File: config.mk
export PLATFORM = sky130hd
export DESIGN_NAME = esu_search
export DESIGN_NICKNAME = d
export VERILOG_FILES = /design/src/esu_pkg.sv /design/src/esu_search.sv
export VERILOG_INCLUDE_DIRS = /design/src /design/src/src
export SDC_FILE = /design/constraint.sdc
export NUM_CORES = 1
export LEC_CHECK = 0
export ABC_CLOCK_PERIOD_IN_PS = 10700
export BUFFER_PORTS_ARGS = -buffer_cell sky130_fd_sc_hd__buf_2
export CAP_MARGIN = 20
export CELL_PAD_IN_SITES_DETAIL_PLACEMENT = 1
export CELL_PAD_IN_SITES_GLOBAL_PLACEMENT = 1
export CORE_MARGIN = 5
export CORE_UTILIZATION = 49
export DETAILED_ROUTE_END_ITERATION = 10
export PLACE_DENSITY = 0.85
export SLEW_MARGIN = 20
export SYNTH_ARGS = -nofsm -noshare
export SYNTH_HDL_FRONTEND = slang
export SYNTH_SLANG_ARGS = --single-unit
export TNS_END_PERCENT = 30
File: constraint.sdc
create_clock -name clk -period 10.7 [get_ports clk]
set_input_delay 0.535 -clock clk [delete_from_list [all_inputs] [get_ports clk]]
set_output_delay 0.535 -clock clk [all_outputs]
set_load 0.05 [all_outputs]
File: src/exponential_search_engine_unit_macros.svh
// ----------------------------------------------------------------------------
// exponential search engine assertion macros
// shared concurrent assertion forms for the search engine modules
// ----------------------------------------------------------------------------
`ifndef EXPONENTIAL_SEARCH_ENGINE_UNIT_MACROS_SVH
`define EXPONENTIAL_SEARCH_ENGINE_UNIT_MACROS_SVH

// property holds at every edge out of reset
`define ESEU_ASSERT(label, clk, rst, prop, msg) \
  label: assert property (@(posedge clk) disable iff (rst) (prop)) else $error(msg);

// consequent holds at the edge after the antecedent
`define ESEU_ASSERT_NEXT(label, clk, rst, ante, cons, msg) \
  label: assert property (@(posedge clk) disable iff (rst) (ante) |=> (cons)) else $error(msg);

`endif

File: src/esu_pkg.sv
// ----------------------------------------------------------------------------
// esu_pkg
// widths, codes and types shared by the exponential search engine
// ----------------------------------------------------------------------------
package esu_pkg;

  localparam int DEPTH_DEF = 1024;

  localparam int KEY_W   = 32;
  localparam int IDX_W   = 10;
  localparam int LEN_W   = 11;
  // probe can reach twice the largest length
  localparam int PROBE_W = LEN_W + 1;
  // signed search bounds, hi may drop to -1
  localparam int BOUND_W = PROBE_W + 1;

  localparam int PADDR_W = 3;
  localparam int PDATA_W = 32;

  localparam logic CMD_WRITE  = 1'b0;
  localparam logic CMD_SEARCH = 1'b1;

  // register index taken from paddr above the byte offset
  localparam logic REG_LENGTH = 1'b0;

  localparam logic signed [BOUND_W-1:0] BOUND_ONE = BOUND_W'(1);

  typedef struct packed {
    logic             found;
    logic [IDX_W-1:0] position;
  } result_t;

endpackage

File: src/esu_search.sv
// ----------------------------------------------------------------------------
// esu_search
// probe sequencer: entry zero test, doubling phase, then binary phase
// ----------------------------------------------------------------------------
`include "exponential_search_engine_unit_macros.svh"

module esu_search #(
  parameter int DEPTH = esu_pkg::DEPTH_DEF,
  localparam int AW = $clog2(DEPTH)
) (
  input  logic                              clk,
  input  logic                              rst,
  input  logic                              start,
  input  logic signed [esu_pkg::KEY_W-1:0]  key,
  input  logic [esu_pkg::LEN_W-1:0]         length,
  input  logic signed [esu_pkg::KEY_W-1:0]  rd_data,
  input  logic                              res_take,
  output logic                              busy,
  output logic                              rd_en,
  output logic [AW-1:0]                     rd_addr,
  output logic                              res_valid,
  output esu_pkg::result_t                  res
);

  localparam int PW = esu_pkg::PROBE_W;
  localparam int BW = esu_pkg::BOUND_W;

  typedef enum logic [5:0] {
    S_IDLE   = 6'b000001,
    S_CHECK0 = 6'b000010,
    S_DOUBLE = 6'b000100,
    S_BSETUP = 6'b001000,
    S_BCHECK = 6'b010000,
    S_DONE   = 6'b100000
  } state_t;

  state_t                            state, state_next;
  logic signed [esu_pkg::KEY_W-1:0]  key_q;
  logic [PW-1:0]                     probe, probe_next;
  logic signed [BW-1:0]              lo, lo_next;
  logic signed [BW-1:0]              hi, hi_next;
  logic signed [BW-1:0]              mid, mid_next;
  logic                              hit, hit_next;

  logic [PW-1:0]        len_p;
  logic [PW-1:0]        probe_x2;
  logic [PW-1:0]        rd_idx;
  logic signed [BW-1:0] len_s;
  logic signed [BW-1:0] len_m1;
  logic signed [BW-1:0] probe_s;
  logic signed [BW-1:0] lo_s;
  logic signed [BW-1:0] hi_s;
  logic signed [BW-1:0] lo_n;
  logic signed [BW-1:0] hi_n;
  logic                 eq;
  logic                 lt;

  function automatic logic signed [BW-1:0] mid_of(input logic signed [BW-1:0] a,
                                                  input logic signed [BW-1:0] b);
    logic signed [BW-1:0] d;
    d = b - a;
    return a + (d >>> 1);
  endfunction

  assign len_p    = PW'(length);
  assign len_s    = $signed(BW'(length));
  assign len_m1   = len_s - esu_pkg::BOUND_ONE;
  assign probe_x2 = {probe[PW-2:0], 1'b0};
  assign probe_s  = $signed(BW'(probe));
  assign lo_s     = $signed(BW'(probe >> 1));
  assign hi_s     = (probe_s < len_m1) ? probe_s : len_m1;
  assign eq       = (rd_data == key_q);
  assign lt       = (rd_data < key_q);
  assign lo_n     = lt ? (mid + esu_pkg::BOUND_ONE) : lo;
  assign hi_n     = lt ? hi : (mid - esu_pkg::BOUND_ONE);

  always_comb begin
    state_next = state;
    probe_next = probe;
    lo_next    = lo;
    hi_next    = hi;
    mid_next   = mid;
    hit_next   = hit;
    rd_en      = 1'b0;
    rd_idx     = '0;
    unique case (state)
      S_IDLE: begin
        if (start) begin
          if (length == '0) begin
            hit_next   = 1'b0;
            state_next = S_DONE;
          end else begin
            rd_en      = 1'b1;
            state_next = S_CHECK0;
          end
        end
      end
      S_CHECK0: begin
        if (eq) begin
          hit_next   = 1'b1;
          mid_next   = '0;
          state_next = S_DONE;
        end else begin
          probe_next = PW'(1);
          if (PW'(1) < len_p) begin
            rd_en      = 1'b1;
            rd_idx     = PW'(1);
            state_next = S_DOUBLE;
          end else begin
            state_next = S_BSETUP;
          end
        end
      end
      S_DOUBLE: begin
        if (!lt && !eq) begin
          state_next = S_BSETUP;
        end else begin
          probe_next = probe_x2;
          if (probe_x2 < len_p) begin
            rd_en  = 1'b1;
            rd_idx = probe_x2;
          end else begin
            state_next = S_BSETUP;
          end
        end
      end
      S_BSETUP: begin
        lo_next    = lo_s;
        hi_next    = hi_s;
        mid_next   = mid_of(lo_s, hi_s);
        rd_en      = 1'b1;
        rd_idx     = PW'($unsigned(mid_next));
        state_next = S_BCHECK;
      end
      S_BCHECK: begin
        if (eq) begin
          hit_next   = 1'b1;
          state_next = S_DONE;
        end else if (lo_n <= hi_n) begin
          lo_next  = lo_n;
          hi_next  = hi_n;
          mid_next = mid_of(lo_n, hi_n);
          rd_en    = 1'b1;
          rd_idx   = PW'($unsigned(mid_next));
        end else begin
          hit_next   = 1'b0;
          state_next = S_DONE;
        end
      end
      S_DONE: begin
        if (res_take) begin
          state_next = S_IDLE;
        end
      end
      default: begin
        state_next = S_IDLE;
      end
    endcase
  end

  always_ff @(posedge clk) begin
    if (rst) begin
      state <= S_IDLE;
    end else begin
      state <= state_next;
    end
    if (start && state == S_IDLE) begin
      key_q <= key;
    end
    probe <= probe_next;
    lo    <= lo_next;
    hi    <= hi_next;
    mid   <= mid_next;
    hit   <= hit_next;
  end

  assign busy         = (state != S_IDLE);
  assign rd_addr      = AW'(rd_idx);
  assign res_valid    = (state == S_DONE);
  assign res.found    = hit;
  assign res.position = hit ? esu_pkg::IDX_W'($unsigned(mid)) : '0;

  `ESEU_ASSERT(a_read_in_range, clk, rst, rd_en |-> (rd_idx < len_p), "read past length")
  `ESEU_ASSERT(a_bounds_ordered, clk, rst, (state == S_BCHECK) |-> (lo <= mid && mid <= hi),
    "binary probe outside its range")
  `ESEU_ASSERT(a_hit_in_range, clk, rst,
    (res_valid && res.found) |-> (mid >= $signed(BW'(0)) && mid < len_s),
    "hit position past length")
  `ESEU_ASSERT_NEXT(a_result_held, clk, rst, res_valid && !res_take,
    res_valid && $stable(res), "result dropped before taken")

endmodule

==> summary.txt <==
Status
  • Outcome: finished, final reports clean

Power
  • Combinational Power Share: 60.6%
  • NetSw: 0.922 mW
  • Sw frac: 45.5%
  • VDD IR max: 0.0000980 V
  • Leakage: 4.14 nW
  • Clock share of power: 16.1%
  • Internal power: 1.10 mW
  • Reg power frac: 23.3%
  • Cell Pwr Density: 227 nW/um^2

Synthesis
  • Synth area leader: edfxtp_1
  • Area fraction in compound gates after synthesis: 16.3%
  • Dominant cells by area after synthesis: edfxtp_1 (32%), ha_1 (17%), xnor2_1 (5.1%), nand2_1 (4.4%), inv_1 (4.2%)
  • Ys async rst share: 0%
  • Count of cell types in the netlist: 63
  • Cells after Synth: 884
  • Mux share of post-synthesis cell area: 2.27%
  • Simple-Gate Fraction of Synth Area: 17.2%
  • Sequential fraction of the synthesis area: 33.6%
  • Post-synth top flop: edfxtp_1
  • Seq cells post-synth: 90
  • Post-Synth Adder-Cell Area: 17.9%
  • Syn_nets: 1,073
  • XOR/XNOR Fraction of Synth Area: 7.34%
  • EDFF count, synth: 84
  • Avg Inst Size Synth: 8.90 sq um
  • Largest family of logic cells by synthesized area: adder cells
  • Post-synthesis cell area: 7870 sq um
  • Yosys top cell area share: 32.0%
  • Ys Warns: 0

Clocking
  • Hold_buf cts: 0
  • CTS tree: yes
  • Num CTS Buffers: 9
  • Clock transition at path regs: 0.07 ns
  • Clk root buf: clkbuf_16
  • Clk_lat worst skew: 0.36 ns
  • Post_cts resized: 0
  • Clock H-tree levels: 3
  • Max clock buf depth: 2
  • Post-CTS Setup Inserts: 0
  • Sinks on Clock Net: 90

Setup path
  • Crit Path Max Fanout: 13
  • Worst path slowest cell: ha_1
  • Worst setup EP type: primary output
  • Reg-to-Reg Start: probe[1]
  • Data required time at the worst endpoint: 10.17 ns
  • CP Class: input port to primary output
  • Crit path DAT: 6.81 ns
  • Worst reg-to-reg path cell count: 26
  • Worst path max stage delay: 0.68 ns
  • R2R Setup Slk: 4.41 ns
  • Startpoint Class: input port
  • R2r endpoint: mid[11]

STA
  • Peak Freq: 136 MHz
  • Worst slew pin tran: 0.739 ns
  • Worst slew margin: 50.2%
  • Post-layout min period: 7.34 ns
  • # setup viols final: 0
  • Crit share post-route: 68.6%
  • Clk_skew: 0.0121 ns
  • Min Hold Slack: 0.346 ns
  • Unrepaired setup endpoints after global routing: no
  • Hold Fails Final Rpt: 0
  • Setup TNS Final: 0 ns
  • Max Slew Vio Count: 0

Job
  • Maxcap violations: 0

GRT
  • Overall Global Routing Usage: 25.8%
  • Largest net degree at the start of global routing: 49
  • Initial antenna violation count: 2
  • First-pass GRT wire length: 37,800 um
  • Vias in the first global route: 7,372
  • Total grt overflow: 0

Route
  • Wire per inst: 19.4 um
  • DRC errors left: 0
  • Final wirelength: 23,300 um
  • Vias per cell: 5.76
  • Routed Antenna Nets: 0
  • Starting DRC count in detailed routing: 570
  • Vias: 6,932
  • DRT Pass-1 Iters: 5

Finish
  • # fillers: 1,896
  • Nets: 1,169
  • Share of cells above drive strength 1: 13.6%
  • Area grow syn2layout: 13.1%

Die
  • Row count: 46
  • Die ar.: 18,700 sq um
  • Die X: 137 um
  • Starting density of the core: 49.7%
  • I/O pins: 103
  • Height of the die: 137 um
  • Core ar.: 15,800 sq um

Hold path
  • Hold Crit Depth: 1
  • Worst Hold Endpoint: key_q[11]
  • Hold path start: key[11]
  • Hold Path Class: input port to flop

Place
  • Placer Congestion: 0.860
  • Port buffer count: 102
  • Post-DP HPWL: 18,300 um
metrics by stage:
| step | cells | area, sq um | util (%) | setup WS [ns] | power (mW) |
|---|---|---|---|---|---|
| final | 1203 | 8900 | 56.3 | 3.36 | 2.02 |
| after global routing | 1203 | 8900 | 56.3 | 2.93 | 2.19 |
| after CTS | 1201 | 8900 | 56.2 | 3.34 | 2.02 |
| after detailed placement | 1185 | 8600 | 54.4 | 3.36 | 1.68 |
| after global placement | 1185 | 8600 | 54.4 | 3.65 | 1.63 |
| after floorplan | 884 | 7870 | - | 4.11 | 1.43 |
area by class of cell:
class	count	area [sq um]	share of cell area [%]
Clock buffer	10	239	2.68
Sequential cell	90	2640	29.7
Inverter	89	334	3.75
Multi-Input combinational cell	682	4800	53.9
Tap cell	216	270	3.04
Antenna cell	2	5.00	0.0562
Clock inverter	6	55.1	0.618
Timing Repair Buffer	108	556	6.24
layout by cell type, fill, tap and decap left out, types with 9 or more instances in the layout:
cell | netlist | routed
a21o_1 | 26 | 26
o21ai_1 | 28 | 28
edfxtp_1 | 84 | 84
buf_2 | 8 | 102
nor4_1 | 9 | 9
clkbuf_16 | 0 | 9
inv_1 | 88 | 87
nand4_1 | 12 | 12
nand3_1 | 20 | 20
nor3_1 | 18 | 18
and3_1 | 11 | 11
nor2_1 | 81 | 80
xnor2_1 | 46 | 46
nand2_1 | 93 | 93
mux2i_1 | 12 | 12
o21a_1 | 11 | 11
ha_1 | 106 | 106
a21oi_1 | 63 | 63
o21ai_0 | 17 | 17
xor2_1 | 20 | 20
and2_1 | 14 | 14
sequential cells by signal, summed over array words and instances, names as in the netlist:
signal / cells
key_q: 32
hi: 13
lo: 13
mid: 13
probe: 12
state: 6
hit: 1
power groups by stage:
| stage | Sequential (mW) | Combinational, mW | Clock, mW |
|---|---|---|---|
| finish | 0.471 | 1.23 | 0.327 |
| global route | 0.475 | 1.37 | 0.346 |
| CTS | 0.471 | 1.22 | 0.329 |
| detailed placement | 0.478 | 1.20 | 0 |
| global placement | 0.474 | 1.16 | 0 |
| floorplan | 0.467 | 0.958 | 0 |
how the worst max path moves through the flow:
stage | to | cells after the start | slack, ns | startpoint
after global routing | rd_addr[9] | 27 | 2.93 | length[5]
after CTS | rd_addr[9] | 30 | 3.34 | length[0]
after detailed placement | rd_addr[9] | 30 | 3.36 | length[0]
final | rd_addr[9] | 28 | 3.36 | length[5]
after global placement | rd_addr[9] | 30 | 3.65 | length[0]
after floorplan | rd_addr[9] | 29 | 4.11 | length[0]
logic make-up (layout without fill, tap and decap cells):
logic type / after synthesis / count (layout)
flip-flops: 90 / 90
multiplexers: 17 / 17
buffers and inverters: 112 / 213
AND/OR/NAND/NOR: 288 / 288
adder cells (fa/ha/maj): 110 / 110
other: 0 / 2
XOR/XNOR: 66 / 66
AO/OA/AOI/OAI: 201 / 201
layer usage:
layer | track usage [%] | share of wire, % | vias up
met5 | 0 | 0 | -
met1 | 32.7 | 44 | 3353
li1 | - | - | 3336
met3 | 2.65 | 4.2 | 52
met4 | 11.1 | 3.2 | 0
met2 | 44.8 | 49 | 191
worst max-delay path: cells and delay by family:
| family | cells | cell delay, ns |
|---|---|---|
| compound gates | 14 | 2.57 |
| fa+ha+maj | 4 | 1.62 |
| simple gates | 5 | 0.97 |
| mux | 1 | 0.44 |
| buf+inv | 2 | 0.32 |
| xor+xnor | 2 | 0.32 |
Yosys cell counts (3+ instances only):
master and instances:
fa_1 4, nand3b_1 3, dfxtp_1 6, and3_1 11, o22ai_1 4, xor2_1 20, a22o_1 3, nor4_1 9
mux2_1 3, a21oi_1 63, o21a_1 11, nor3b_1 4, a211o_1 5, o21bai_1 5, nand4_1 12, nand3_1 20
nor3_1 18, clkbuf_1 13, o211ai_1 4, buf_2 8, edfxtp_1 84, mux2i_1 12, nand2_1 93, nand2b_1 5
nor2b_1 8, a211oi_1 6, and2_1 14, ha_1 106, nor2_1 81, o21ai_0 17, inv_1 88, xnor2_1 46
a21boi_1 3, a31oi_1 7, a21o_1 26, o21ai_1 28
No activity file was read; power rests on OpenSTA's default activity.
